File: src/rtl/core/mbb_pkg.sv
// Shared types, codes and default sizes for the monotone basin search block.
// No dependencies; the RTL uses scoped names, the testbench imports it.
package mbb_pkg;

   localparam int MAX_VERTICES_DEFAULT = 1024;
   localparam int MAX_DEGREE_DEFAULT   = 16;

   localparam int VERTEX_FIELD_W = 10;
   localparam int HOP_FIELD_W    = 10;

   typedef logic signed [63:0] weight_type;
   typedef logic [VERTEX_FIELD_W-1:0] vertex_field_type;

   // request commands
   localparam logic [1:0] CMD_LOAD   = 2'd0;
   localparam logic [1:0] CMD_APPEND = 2'd1;
   localparam logic [1:0] CMD_START  = 2'd2;
   localparam logic [1:0] CMD_READ   = 2'd3;

   // result kinds
   localparam logic [1:0] KIND_SUMMARY = 2'd0;
   localparam logic [1:0] KIND_BASIN   = 2'd1;
   localparam logic [1:0] KIND_HOP     = 2'd2;
   localparam logic [1:0] KIND_SPAN    = 2'd3;

   // readout phases
   localparam logic [2:0] PH_IDLE    = 3'd0;
   localparam logic [2:0] PH_SUMMARY = 3'd1;
   localparam logic [2:0] PH_BASIN   = 3'd2;
   localparam logic [2:0] PH_HOPTAB  = 3'd3;
   localparam logic [2:0] PH_SPANTAB = 3'd4;

endpackage

File: src/rtl/core/mbb_span.sv
// Span unit: saturating difference of a weight against the seed weight.
// Depends on mbb_pkg for the weight type.
module mbb_span (
   input  logic                find_maximum,
   input  mbb_pkg::weight_type seed_weight,
   input  mbb_pkg::weight_type weight,
   output mbb_pkg::weight_type span,
   output logic                positive
);
   mbb_pkg::weight_type a;
   mbb_pkg::weight_type b;
   logic signed [64:0]  diff;

   always_comb begin
      a = find_maximum ? seed_weight : weight;
      b = find_maximum ? weight : seed_weight;
      diff = {a[63], a} - {b[63], b};
      // clip on overflow of the 64-bit result
      if (diff[64] != diff[63]) begin
         span = diff[64] ? {1'b1, 63'd0} : {1'b0, {63{1'b1}}};
      end else begin
         span = diff[63:0];
      end
      positive = !span[63] && (span != '0);
   end
endmodule

File: config.mk
export PLATFORM = sky130hd
export DESIGN_NAME = mbb_span
export DESIGN_NICKNAME = d
export VERILOG_FILES = /design/src/rtl/core/mbb_pkg.sv /design/src/rtl/core/mbb_span.sv
export SDC_FILE = /design/constraint.sdc
export NUM_CORES = 1
export LEC_CHECK = 0
export ABC_AREA = 1
export ABC_CLOCK_PERIOD_IN_PS = 7200
export BUFFER_PORTS_ARGS = -buffer_cell sky130_fd_sc_hd__buf_2
export CORE_MARGIN = 4
export CORE_UTILIZATION = 48
export DETAILED_ROUTE_END_ITERATION = 16
export PLACE_DENSITY = 0.7
export SLEW_MARGIN = 10
export SYNTH_ARGS = -nofsm -noshare
export SYNTH_HDL_FRONTEND = slang
export SYNTH_SLANG_ARGS = --single-unit
File: constraint.sdc
create_clock -name vclk -period 7.2
set_clock_uncertainty 0.15 [all_clocks]
set_input_delay 0.72 -clock vclk [all_inputs]
set_output_delay 0.72 -clock vclk [all_outputs]
set_load 0.1 [all_outputs]
==> impl_metrics.ini <==
[grt]
grt_pass1_wl_um = 44400
overflow = 0
grt_max_degree = 133
antenna_found_initial = 0
grtUsageTotal = 0.297
grt_pass1_vias = 8759

[routing]
wl_um = 28600
dr.pass1.iters = 6
antenna_left = 0
drc_errors = 0
num_vias = 10400
avgRoutedWirePerCell_um = 14.1
avgViaCountPerCell = 5.11
drt-initial-drc-count = 900

[timing]
rsz0062_at_grt = no
clock.fmax_mhz = 161
final_hold_viol_count = 0
finalCriticalPeriod_ps = 6210
slew_violations = 0
setup_viol = 0
period_share = 0.863
setup_tns_ps = 0
worst_pin_slew_ps = 772
relSlewSlack = 0.485

[yosys]
synth_top_family_by_area = simple AND/OR/NAND/NOR gates
syn-instance-count = 1659
yosysTopAreaCell = nand2_1
netlist-cell-type-count = 31
synth_top_area_frac = 0.335
yosys.area_share.adder = 0.106
syn-cell-area_um2 = 7660
synth_compound_area_frac = 0.173
synth_nets = 1852
syn_avg_cell_area_um2 = 4.62
yosysSeqAreaShare = 0
synth-simple-area-share = 0.509
ys_warn_count = 0
synthXorXnorAreaFrac = 0.0423
synthMuxAreaShare = 0
ys_top_cells_by_area = nand2_1 33%, inv_1 14%, ha_1 10%

[job]
max-cap-violations = 0

[cts]
postCtsHoldBufs = 0
postCtsSetupRepairBufs = 0
cts.repair.resized = 0

[die]
core_area_um2 = 15400
initial_core_util = 0.497
die_w_um = 134
row_count = 45
dieArea_um2 = 18000
ioPinCount = 194
fp.dieH_um = 134

[status]
status = completed

[setup_path]
cp-end-kind = output port
crit_type = in -> out
cp-start-kind = primary input
critPathRequiredTime_ps = 6330
cp.arrival_ps = 5340
worstPathMaxFanout = 132
startpoint = find_maximum

[finish]
fin_area_um2 = 8780
areaGrowthSynthToFinish_pct = 14.6
nClkBuffers = 0
seq_cells = 0
diodes = 0
nets = 2013
seqCellArea_um2 = 0
drive_above_1_share = 0.130

[placement]
dp_hpwl_um = 25300
portBuffers = 194
place_area_um2 = 8780
place.gp.congestion = 1.04

[power]
leakage_nw = 5.45
power_density_nw_per_um2 = 263
ir_worst_vdd_mv = 0.331

[hold_path]
hp-start = weight[0]
hp-class = in -> out
==> worst paths after layout <==
kind | endpoint | slack [ps] | depth (start not counted)
worst max-delay path | positive | 990 | 22
worst min-delay path | span[0] | 2050 | 8
==> cells in the final DEF, fill, tap and decap left out <==
master	Yosys	routed
nand3b_1	2	2
nor2_4	2	2
fa_1	1	1
or2_1	1	1
buf_4	0	6
nor2_2	8	8
nand3_2	0	1
buf_2	7	193
nand3_1	92	91
a211oi_1	1	1
nand4_1	5	5
o21bai_1	24	24
xor2_1	34	34
a21oi_1	86	86
xnor2_1	3	3
and2_1	1	1
a21oi_2	1	1
nand2_4	2	2
nand2_1	683	683
inv_2	6	6
nor4_1	3	3
a21boi_0	2	2
nor3_1	13	13
buf_12	0	1
ha_1	63	63
and2_0	1	1
inv_1	291	291
buf_6	3	1
o21ai_0	136	136
nor2_1	141	141
nand2_2	12	12
nor3_2	3	3
==> kinds of logic (layout without fill, tap and decap cells) <==
group           count (synthesis)  in the layout
xor+xnor                       37             37
compound gates                250            250
buf+inv                       339            498
simple gates                  969            969
fa+ha+maj                      64             64
==> worst max-delay path: stages <==
cell     delay [ps]
buf_6           530
buf_4           340
o21ai_0         120
ha_1            450
nand2_1         160
nor2_1          310
nand2_1         190
nor3_2          230
nand2_2          90
nand2_2          80
nand2_1          50
nand2_1         110
nand3_2         520
buf_4           430
nand3_1         100
nor2_1           50
nand2_1          60
nor2_1           40
nand2_1          70
nor2_1           50
nor2_1          110
buf_2           450
==> layer usage <==
layer	GRT usage	part of all wire	up-vias
li1	-	-	5434
met1	0.447	0.49	4516
met2	0.464	0.41	399
met3	0.0390	0.095	18
met4	0.0328	0.012	0
met5	0	0	-
==> power breakdown <==
group	switching, mW	internal [mW]	total, mW
Clock	0	0	0
Sequential	0	0	0
Combinational	1.87	0.433	2.31
==> stage by stage <==
step                total power [mW]  cells  setup WS, ps   util  hold WS (ps)
floorplan                       1.86   1659           899      -          1960
global placement                2.27   2029          1060  0.569          2040
detailed placement              2.28   2029          1020  0.569          2050
CTS                             2.28   2029           997  0.569          2050
global route                    2.44   2029           497  0.569          2130
finish                          2.31   2029           985  0.569          2050
==> area by class of cell <==
cell class,instances,area (um2)
fill,1780,6640
tap,211,264
multi-input combinational,1320,6360
timing repair buffer,201,1040
inverter,297,1110
==> synthesized netlist by cell type, types with 4 or more instances <==
cell type / n
nand2_1: 683
inv_1: 291
nor2_1: 141
o21ai_0: 136
nand3_1: 92
a21oi_1: 86
ha_1: 63
xor2_1: 34
clkbuf_1: 28
o21bai_1: 24
nor3_1: 13
nand2_2: 12
nor2_2: 8
buf_2: 7
inv_2: 6
nand4_1: 5
buf_1: 4
Power figures use the tool's default switching activity.
